--- config.mk ---
export PLATFORM = sky130hd
export DESIGN_NAME = cidr_allow_list_match_unit
export DESIGN_NICKNAME = d
export VERILOG_FILES = /design/src/calm_pkg.sv /design/src/calm_ram.sv /design/src/cidr_allow_list_match_unit.sv
export SDC_FILE = /design/constraint.sdc
export NUM_CORES = 2
export LEC_CHECK = 0
export ABC_CLOCK_PERIOD_IN_PS = 32200
export BUFFER_PORTS_ARGS = -buffer_cell sky130_fd_sc_hd__buf_2
export CAP_MARGIN = 20
export CELL_PAD_IN_SITES_DETAIL_PLACEMENT = 1
export CELL_PAD_IN_SITES_GLOBAL_PLACEMENT = 1
export CORE_MARGIN = 4
export CORE_UTILIZATION = 40
export CTS_BUF_LIST = sky130_fd_sc_hd__clkbuf_4
export DETAILED_ROUTE_END_ITERATION = 10
export PLACE_DENSITY = 0.66
export SYNTH_ARGS = -nofsm -noshare
export SYNTH_HDL_FRONTEND = slang
export SYNTH_SLANG_ARGS = --single-unit
--- constraint.sdc ---
create_clock -name clock -period 32.2 [get_ports clock]
set_input_delay 6.44 -clock clock [delete_from_list [all_inputs] [get_ports clock]]
set_output_delay 6.44 -clock clock [all_outputs]
set_load 0.05 [all_outputs]
--- src/calm_pkg.sv ---
// Shared types, codes and helpers for the CIDR allow list match unit.
// No dependencies; imported by calm_ram users and the top level.
package calm_pkg;

   // Default table depth
   localparam int CALM_MAX_RULES = 16;

   // Request kinds (tuser low bits)
   localparam logic [1:0] REQ_QUERY = 2'd0;
   localparam logic [1:0] REQ_LOAD  = 2'd1;
   localparam logic [1:0] REQ_CLEAR = 2'd2;

   // Load status codes
   localparam logic [1:0] STAT_OK         = 2'd0;
   localparam logic [1:0] STAT_BAD_PREFIX = 2'd1;
   localparam logic [1:0] STAT_FULL       = 2'd2;

   // Prefix limits and IPv4-mapped form
   localparam logic [7:0]  V6_MAX_PREFIX = 8'd128;
   localparam logic [7:0]  V4_MAX_PREFIX = 8'd32;
   localparam logic [7:0]  V4_OFFSET     = 8'd96;
   localparam logic [31:0] MAPPED_MARK   = 32'h0000_FFFF;

   // One stored rule: network bits already masked to the prefix
   typedef struct packed {
      logic [63:0] upper;
      logic [63:0] lower;
      logic [7:0]  length;
   } rule_type;

   // Leading-ones mask for a 128-bit prefix; lengths of 128 and up give all ones
   function automatic logic [127:0] prefix_mask(input logic [7:0] len);
      logic [127:0] ones;
      ones = '1;
      return ~(ones >> len);
   endfunction

endpackage

--- src/calm_ram.sv ---
// Generic single-port-write, single-port-read RAM with registered read data.
// No dependencies.
module calm_ram #(
   parameter int WIDTH = 8,
   parameter int DEPTH = 16,
   parameter int ADDR_W = (DEPTH > 1) ? $clog2(DEPTH) : 1
) (
   input  logic              clock,
   input  logic              wr_en,
   input  logic [ADDR_W-1:0] wr_addr,
   input  logic [WIDTH-1:0]  wr_data,
   input  logic              rd_en,
   input  logic [ADDR_W-1:0] rd_addr,
   output logic [WIDTH-1:0]  rd_data
);

   logic [WIDTH-1:0] mem [DEPTH];
   logic [WIDTH-1:0] rd_data_ff;

   // Write port
   always_ff @(posedge clock) begin
      if (wr_en) begin
         mem[wr_addr] <= wr_data;
      end
   end

   // Registered read port
   always_ff @(posedge clock) begin
      if (rd_en) begin
         rd_data_ff <= mem[rd_addr];
      end
   end

   assign rd_data = rd_data_ff;

endmodule

--- src/cidr_allow_list_match_unit.sv ---
// CIDR allow list match unit: rule table in one RAM, one rule read per cycle.
// Flow: an accepted word passes ST_EXEC, then ST_RESP, which loads the output register; a
// scanning query runs ST_SCAN in between, reading rules one by one through the single RAM read port.
// Only one word is in flight: the next word is taken the cycle after the result is queued.
// Reset: synchronous, clears the rule count and handshake state; the rule RAM is not
// cleared (only entries below the count are ever read). Depends on calm_pkg, calm_ram.
module cidr_allow_list_match_unit #(
   parameter int MAX_RULES = calm_pkg::CALM_MAX_RULES
) (
   input  logic         clock,
   input  logic         reset,
   // request channel
   input  logic         req_tvalid,
   output logic         req_tready,
   // address_high[63:0], address_low[127:64], prefix_len[135:128],
   // is_local_peer[136], zero pad [143:137]
   input  logic [143:0] req_tdata,
   // req_type[1:0], ipv4_form[2]
   input  logic [2:0]   req_tuser,
   // response channel
   output logic         rsp_tvalid,
   input  logic         rsp_tready,
   // allowed[0], status[2:1], rules_held[7:3]
   output logic [7:0]   rsp_tdata
);
   import calm_pkg::*;

   localparam int IDX_W = (MAX_RULES > 1) ? $clog2(MAX_RULES) : 1;
   localparam int CNT_W = $clog2(MAX_RULES + 1);
   localparam int RULE_W = $bits(rule_type);

   typedef enum logic [3:0] {
      ST_IDLE = 4'b0001,
      ST_EXEC = 4'b0010,
      ST_SCAN = 4'b0100,
      ST_RESP = 4'b1000
   } state_type;

   state_type state_ff, state_in;

   // latched request
   logic [1:0]   kind_ff;
   logic         v4_ff;
   logic [63:0]  addr_hi_ff;
   logic [63:0]  addr_lo_ff;
   logic [7:0]   plen_ff;
   logic         local_ff;

   // table and scan control
   logic [CNT_W-1:0] count_ff, count_in;
   logic [CNT_W-1:0] rd_cnt_ff, rd_cnt_in;
   logic             pend_ff, pend_in;

   // result staging and output register
   logic       allowed_ff, allowed_in;
   logic [1:0] status_ff, status_in;
   logic       rsp_valid_ff, rsp_valid_in;
   logic [7:0] rsp_data_ff, rsp_data_in;

   // RAM hookup
   logic              wr_en;
   rule_type          wr_rule;
   logic              rd_en;
   logic [RULE_W-1:0] rd_word;
   rule_type          rd_rule;
   logic              hit;

   // load formatting
   logic [7:0]   limit;
   logic [7:0]   eff_len;
   logic [127:0] eff_addr;
   logic [127:0] load_mask;
   logic         scan_issue;

   calm_ram #(
      .WIDTH (RULE_W),
      .DEPTH (MAX_RULES)
   ) u_rule_ram (
      .clock   (clock),
      .wr_en   (wr_en),
      .wr_addr (count_ff[IDX_W-1:0]),
      .wr_data (wr_rule),
      .rd_en   (rd_en),
      .rd_addr (rd_cnt_ff[IDX_W-1:0]),
      .rd_data (rd_word)
   );

   assign rd_rule = rule_type'(rd_word);

   // compare the query address against the rule read last cycle
   assign hit = (({addr_hi_ff, addr_lo_ff} & prefix_mask(rd_rule.length)) ==
                 {rd_rule.upper, rd_rule.lower});

   // rule formatting for a load, IPv4 mapped to ::ffff:a.b.c.d
   always_comb begin
      limit     = v4_ff ? V4_MAX_PREFIX : V6_MAX_PREFIX;
      eff_len   = v4_ff ? (plen_ff + V4_OFFSET) : plen_ff;
      eff_addr  = v4_ff ? {64'd0, MAPPED_MARK, addr_lo_ff[31:0]} : {addr_hi_ff, addr_lo_ff};
      load_mask = prefix_mask(eff_len);
      wr_rule.upper  = eff_addr[127:64] & load_mask[127:64];
      wr_rule.lower  = eff_addr[63:0] & load_mask[63:0];
      wr_rule.length = eff_len;
   end

   assign scan_issue = (rd_cnt_ff < count_ff);
   assign req_tready = (state_ff == ST_IDLE);
   assign rsp_tvalid = rsp_valid_ff;
   assign rsp_tdata  = rsp_data_ff;

   // sequencer
   always_comb begin
      state_in     = state_ff;
      count_in     = count_ff;
      rd_cnt_in    = rd_cnt_ff;
      pend_in      = pend_ff;
      allowed_in   = allowed_ff;
      status_in    = status_ff;
      rsp_valid_in = rsp_valid_ff;
      rsp_data_in  = rsp_data_ff;
      wr_en        = 1'b0;
      rd_en        = 1'b0;

      // output register drains independently
      if (rsp_valid_ff && rsp_tready) begin
         rsp_valid_in = 1'b0;
      end

      unique case (state_ff)
         ST_IDLE: begin
            if (req_tvalid) begin
               state_in = ST_EXEC;
            end
         end
         ST_EXEC: begin
            allowed_in = 1'b0;
            status_in  = STAT_OK;
            state_in   = ST_RESP;
            case (kind_ff)
               REQ_QUERY: begin
                  if (count_ff == '0 || local_ff) begin
                     allowed_in = 1'b1;
                  end else begin
                     rd_cnt_in = '0;
                     pend_in   = 1'b0;
                     state_in  = ST_SCAN;
                  end
               end
               REQ_LOAD: begin
                  if (plen_ff > limit) begin
                     status_in = STAT_BAD_PREFIX;
                  end else if (count_ff >= CNT_W'(MAX_RULES)) begin
                     status_in = STAT_FULL;
                  end else begin
                     wr_en    = 1'b1;
                     count_in = count_ff + 1'b1;
                  end
               end
               REQ_CLEAR: begin
                  count_in = '0;
               end
               default: begin
               end
            endcase
         end
         ST_SCAN: begin
            // one read issued and one rule checked per cycle
            if (pend_ff && hit) begin
               allowed_in = 1'b1;
               pend_in    = 1'b0;
               state_in   = ST_RESP;
            end else if (!scan_issue && !pend_ff) begin
               state_in = ST_RESP;
            end else begin
               rd_en   = scan_issue;
               pend_in = scan_issue;
               if (scan_issue) begin
                  rd_cnt_in = rd_cnt_ff + 1'b1;
               end
            end
         end
         ST_RESP: begin
            if (!rsp_valid_ff || rsp_tready) begin
               rsp_valid_in = 1'b1;
               rsp_data_in  = {5'(count_ff), status_ff, allowed_ff};
               state_in     = ST_IDLE;
            end
         end
         default: begin
            state_in = ST_IDLE;
         end
      endcase
   end

   // control registers
   always_ff @(posedge clock) begin
      if (reset) begin
         state_ff     <= ST_IDLE;
         count_ff     <= '0;
         rd_cnt_ff    <= '0;
         pend_ff      <= 1'b0;
         rsp_valid_ff <= 1'b0;
      end else begin
         state_ff     <= state_in;
         count_ff     <= count_in;
         rd_cnt_ff    <= rd_cnt_in;
         pend_ff      <= pend_in;
         rsp_valid_ff <= rsp_valid_in;
      end
   end

   // payload registers
   always_ff @(posedge clock) begin
      if (req_tvalid && req_tready) begin
         kind_ff    <= req_tuser[1:0];
         v4_ff      <= req_tuser[2];
         addr_hi_ff <= req_tdata[63:0];
         addr_lo_ff <= req_tdata[127:64];
         plen_ff    <= req_tdata[135:128];
         local_ff   <= req_tdata[136];
      end
      allowed_ff  <= allowed_in;
      status_ff   <= status_in;
      rsp_data_ff <= rsp_data_in;
   end

endmodule

* Word-level counts from Yosys, hierarchy flattened
Memories as Yosys holds them, arrays and structs flattened. A register that Yosys moved wholly into a read port is not among the register bits. Index checks and enable logic that the tools add are counted. Widths: inputs -> output; s select.
Storage, ports and cells: memories 1, memory bits (writable) 2176, output and inout port bits 10, register bits after elaboration 167, logic and storage cells 111, bits of input ports 151
Operators by class: mux-type cells 42, bitwise operators 6, $lt $le $gt $ge 3, shift operators 2, add/sub/neg operators 3, equality and inequality tests 19, reduce and logical (&&, ||, !) cells 20
Memories:
- u_rule_ram.mem | words 16, width 136, rd ports 1, clocked after memory_dff 1, write ports 1, line calm_ram.sv:17 | logic [WIDTH-1:0] mem [DEPTH];
Operator list (count):
- $not 128->128 | 2
- $shr 128x8->128 const A | 2
- $and 128x128->128 | 1
- $and 64x64->64 | 2
- $eq 128x128->1 | 1
- $mux 128 | 1
- $mux 5 | 7
- $mux 4 | 6
- $mux 1 | 20
- $pmux 5 s2 | 2
- $ne 2x2->1 const B | 9
- $mux 8 | 2
- $pmux 4 s4 | 1
- $add 5x1->5 const B | 2
- $add 8x7->8 const B | 1
- $gt 8x8->1 | 1
- $reduce_and 4->1 | 2
- $ne 3x3->1 const B | 2
- $reduce_and 6->1 | 1
- $ge 5x5->1 const B | 1
- $logic_not 5->1 | 1
- $lt 5x5->1 | 1
- $eq 4x1->1 const B | 1
- $eq 4x2->1 const B | 1
- other kinds (16) | 25

* Depth between registers and ports, before layout
word-level depth 7, mapped depth 14, mapped depth without buffers 11

* Hierarchy
Synthesis repeated with hierarchy kept, for this count alone.
Second synthesis, totals: cells, all modules 4780, area total of the unflattened synthesis 96909.2 um^2
By module, submodules not included:
- calm_ram | cells each 3548, area an instance 85708.5 um^2, instances 1, sequential area each 69426.6 um^2
- cidr_allow_list_match_unit | cells each 1232, area an instance 11200.7 um^2, instances 1, sequential area each 4854.7 um^2

* Least setup slack after synthesis
No wires, ideal clock.
path type flip-flop to flip-flop, start reg plen_ff[2], end mem u_rule_ram.mem[3][0] in the netlist's numbering (enable), arrival 11506 ps, path slack 19896 ps, clock period less this slack 12304 ps, stages on the path, launching flop included 10, setup time 798 ps, path buffers 1, required time 31402 ps, path through edfxtp_1 -> clkbuf_1 -> or3_1 -> nor3_1 -> a32oi_1 -> o22ai_1 -> nor4bb_1 -> and2_1 -> nand2_1 -> nor3_1
On the way: word-level cells in the longest chain between the ends 6
Ends and longest elaborated chain:
- start: declaration | line cidr_allow_list_match_unit.sv:46 | logic [7:0] plen_ff;
- start signal: assignment | line cidr_allow_list_match_unit.sv:218 | plen_ff <= req_tdata[135:128];
- $gt 8x8->1 | line cidr_allow_list_match_unit.sv:149 | if (plen_ff > limit) begin
- $mux 1 | line cidr_allow_list_match_unit.sv:149
- $mux 1 | line cidr_allow_list_match_unit.sv:138 | case (kind_ff)
- $mux 1 | line cidr_allow_list_match_unit.sv:128 | unique case (state_ff)
- $mux 1 | line calm_ram.sv:22 | if (wr_en) begin
- $mux 1 (not written as such) | line calm_ram.sv:23 | mem[wr_addr] <= wr_data;
- end: declaration | line calm_ram.sv:17
No other way between the ends.

* Final worst setup path
start reg state_ff[3], end out req_tready
On the way: word-level cells in the longest chain between the ends 1
Ends and longest elaborated chain:
- start: declaration | line cidr_allow_list_match_unit.sv:39 | state_type state_ff, state_in;
- start signal: assignment | line cidr_allow_list_match_unit.sv:203 | state_ff <= state_in;
- $eq 4x1->1 | line cidr_allow_list_match_unit.sv:106 | assign req_tready = (state_ff == ST_IDLE);
- end: declaration | line cidr_allow_list_match_unit.sv:14 | output logic req_tready,
No other way between the ends.

==> results.md <==
Worst setup path:
- On the worst path, the slowest cell contributes a delay of 0.36 ns.
- The kind of end point of the critical path is an output pin.
- The cell type group with the largest total delay on the critical path is simple AND/OR/NAND/NOR gates.
- The data arrival time of the worst path is ~2.6 ns.
- The critical-path maximum fanout is 6.
- Traced cell by cell, the critical path runs through nand2b_1 -> or3_1 -> inv_1 -> buf_2.
- The critical path required time is 25.76 ns.
- The kind of start point of the critical path is a register.
- The slowest stage of the critical path belongs to the cell sky130_fd_sc_hd__dfxtp_1.
- The worst setup path is of the reg2out kind.
- The count of buffering cells on the critical path with inverters included is 2.

Logic synthesis:
- Of all flip-flops after synthesis, the portion carrying an async set or reset was 0.
- The synthesized netlist net count is 4,599.
- The count of cell types in the netlist is 84.
- The proportion of synthesized chip area in sequential cells is 0.768.
- The share of synthesized area in the top cell type comes to 0.764.
- In the synthesized netlist, the number of instances is around 4,400.
- The synthesized design contains 2,479 register bits.
- The mean area per synthesized cell is 21.8 µm².
- The number of enable-type register cells in the synthesized netlist is 2,463.
- The library cell with the largest summed area after synthesis is sky130_fd_sc_hd__edfxtp_1.
- The Yosys step of the flow raised 0 warnings.
- The synthesized area is roughly 0.097 mm².
- By area the synthesized netlist is led by sky130_fd_sc_hd__edfxtp_1 (76%), sky130_fd_sc_hd__mux4_2 (16%), sky130_fd_sc_hd__o21ai_0 (0.67%).
- The most instantiated flip-flop cell in the synthesis netlist is sky130_fd_sc_hd__edfxtp_1.

Place:
- The half-perimeter wire length after placement is 171,000 µm.
- Input and output buffers added on the ports amount to 153.
- The congestion estimate from routability-driven global placement came to 0.982.

Timing:
- The worst pin sits at a relative slew slack of 0.173.
- At the pin with the least slew margin, the transition time is 1.23 ns.
- Based on the critical path, the design can be clocked at up to roughly 0.11 GHz.
- Setup violations remaining at the end of the flow were counted as 0.
- In the final timing run, aggregate negative setup slack is 0 ns.
- Setup repair after global routing left no endpoint under its margin.
- The max-slew violation count is 0.
- Clock skew on the completed layout was measured at 0.152 ns.
- Of the available clock period, the critical path in the final layout requires 0.282.
- The count of final hold-check violations is 0.
- The shortest clock period the worst path allows after layout is 9.08 ns.

Routing:
- The routed design has 298,000 µm of wire.
- Dividing the detail-routed via count by the number of cells gives 5.93.
- The iteration-0 DRC count of the detailed router is 6,737.
- The count of nets left with antenna violations after detail routing is 0.
- The mean routed wirelength per cell is around 34 µm.
- The number of remaining DRC errors is 0.
- The vias after detailed routing is approximately 52,000.
- For this run, the detailed router's first-pass iteration total came to 6.

Hold path:
- The kind of path behind the tightest hold check is reg2reg.

Global routing:
- The via count of the first global-routing pass is 54,078.
- Entering global routing, the biggest net connects 127 pins.
- The initial antenna violation count is 15.
- The first global-routing pass estimated 415,000 µm of wire.
- The total routing resource utilization after global routing is 0.236.
- The total overflow reported by the global router is 0.

Power and ir drop:
- The peak supply drop is 0.0382 mV.
- Summed over all cells, the static leakage comes to 34.4 nW.
- The cell area power density is 68.0 mW/mm².

Job:
- The tool flagged a number of max-cap violations equal to 0.

Clocking:
- TritonCTS built the clock tree.
- CTS saw about 2,500 sinks.
- In this run the clock root is driven by a sky130_fd_sc_hd__clkbuf_4.
- The clock tree synthesis step divided the H-tree into 6 levels.
- Buffers inserted during clock tree synthesis total between 600 and 700.
- The clock network latency to the later pin of the worst-skew pair is 1.43 ns.
- The maximum buffer depth of the clock tree is 4.
- The hold buffer count at CTS is 0.
- Once the clock tree was built, the setup fixing pass inserted 0 buffers.
- Gates resized during post-CTS repair numbered 0.
- The clock transition time at the flip-flop clock pins of the worst setup and hold paths is ~0.060 ns.

Outcome:
- The flow ran to the end, and the final reports show no timing, DRC or antenna violations.

Floorplan:
- The initial utilization of the core area, before any placement, comes to 0.402.
- The top-level port count is approximately 160.
- The row count is 180.
- The width of the die is 500 µm.
- The die is 500 µm tall.
- The die covers 0.250 mm².
- The core footprint is roughly 0.24 mm².

Cells and area:
- Once layout is complete, the utilization of the core stands at 0.457.
- The net count of the finished layout is around 5,300.
- The fraction of final layout cells with drive strength greater than 1 is 0.357.
- Relative to the synthesized area, the layout overhead comes to 13.6%.
-- where the power goes --
| group | switching (W) | internal, W |
|---|---|---|
| sequential | 0.000122 | 0.00393 |
| combinational | 0.000649 | 0.000138 |
| clock | 0.00127 | 0.00137 |
-- state kept, by name, indices dropped and copies added (netlist names) --
name,cells
u_rule_ram.rd_data,136
rsp_tvalid,1
state_ff,4
allowed_ff,1
kind_ff,2
rd_cnt_ff,5
v4_ff,1
plen_ff,8
addr_lo_ff,64
count_ff,5
u_rule_ram.mem,2176
status_ff,2
pend_ff,1
rsp_tdata,8
addr_hi_ff,64
local_ff,1
-- cell usage after synthesis, types with 10 or more instances --
| cell type | instances |
|---|---|
| sky130_fd_sc_hd__edfxtp_1 | 2463 |
| sky130_fd_sc_hd__mux4_2 | 675 |
| sky130_fd_sc_hd__clkbuf_1 | 170 |
| sky130_fd_sc_hd__o21ai_0 | 129 |
| sky130_fd_sc_hd__nand2_1 | 122 |
| sky130_fd_sc_hd__a21oi_1 | 88 |
| sky130_fd_sc_hd__nor2_1 | 87 |
| sky130_fd_sc_hd__buf_1 | 57 |
| sky130_fd_sc_hd__and3_1 | 44 |
| sky130_fd_sc_hd__xor2_1 | 42 |
| sky130_fd_sc_hd__inv_1 | 40 |
| sky130_fd_sc_hd__nand3_1 | 38 |
| sky130_fd_sc_hd__and2_1 | 29 |
| sky130_fd_sc_hd__xnor2_1 | 29 |
| sky130_fd_sc_hd__nand4_1 | 27 |
| sky130_fd_sc_hd__nor2b_1 | 27 |
| sky130_fd_sc_hd__nor3_1 | 27 |
| sky130_fd_sc_hd__nand2b_1 | 22 |
| sky130_fd_sc_hd__o21a_1 | 19 |
| sky130_fd_sc_hd__o211ai_1 | 18 |
| sky130_fd_sc_hd__buf_2 | 17 |
| sky130_fd_sc_hd__dfxtp_1 | 16 |
| sky130_fd_sc_hd__a211oi_1 | 12 |
| sky130_fd_sc_hd__ha_1 | 12 |
| sky130_fd_sc_hd__nor4_1 | 12 |
| sky130_fd_sc_hd__or3_1 | 12 |
| sky130_fd_sc_hd__o2111ai_1 | 11 |
| sky130_fd_sc_hd__or4_1 | 11 |
| sky130_fd_sc_hd__o211a_1 | 10 |
-- kinds of logic after synthesis --
group                      share of synthesized area
DFF                                            0.768
muxes                                          0.158
and+or+nand+nor                               0.0266
AOI/OAI and AO/OA                             0.0278
buffers and inverters                         0.0116
xor gates and xnor gates                     0.00643
adders and majority gates                    0.00155
-- area by class of cell --
cell class                      instances  area (µm²)
Antenna cell                           13        32.5
Clock buffer                          903        6780
Clock inverter                        167         950
Fill cell                           22501      131000
Inverter                               44         173
Multi-Input combinational cell       1667       21500
Sequential cell                      2479       74300
Tap cell                             3185        3990
Timing Repair Buffer                  305        2160
-- metrics by stage --
step                      hold slack (ns)  instance area (µm²)  total power, W  worst slack, ns  cells
final                               0.407               110000         0.00748            23.12   8763
after global routing                0.421               110000         0.00777            22.89   8757
after CTS                           0.400               110000         0.00750            22.92   8727
after detailed placement            0.415               102000         0.00487            23.92   7657
after global placement              0.403               102000         0.00482            23.96   7653
after floorplan                     0.400                96800         0.00440            19.90   4436
-- routing by layer --
| metal | part of all wire | track usage | wire (µm) |
|---|---|---|---|
| met1 | 0.38 | 0.310 | 114000 |
| met2 | 0.47 | 0.367 | 141000 |
| met3 | 0.087 | 0.0559 | 25800 |
| met4 | 0.058 | 0.129 | 17300 |
| met5 | 0.000077 | 0 | 23 |
-- path summary, 6_finish.rpt --
path	end	from	cells after the start	slack, ns
max	req_tready	state_ff[3]	4	23.12
min	rsp_tdata[2]	status_ff[1]	0	0.41
max reg2reg	u_rule_ram.mem[9][102]	plen_ff[2]	12	24.57
min reg2reg	rsp_tdata[2]	status_ff[1]	0	0.41
-- cell usage in the layout (no fill, tap or decap), drive strengths merged, types with 10 or more instances in the layout --
cell type / instances
mux4: 675
o21ai: 131
nand2b: 22
nand2: 122
and2: 29
nor2: 87
nor3: 28
nand3: 38
o211ai: 19
clkbuf: 908
nor2b: 27
xor2: 42
nand4: 27
bufinv: 10
clkinv: 142
o21a: 19
o211a: 10
or3: 12
and3: 44
xnor2: 29
or4: 13
buf: 300
o311ai: 11
dfxtp: 16
a21oi: 89
nor4: 13
o2111ai: 11
a211oi: 12
inv: 54
edfxtp: 2463
ha: 12
diode: 13
Power figures use the tool's default switching activity.
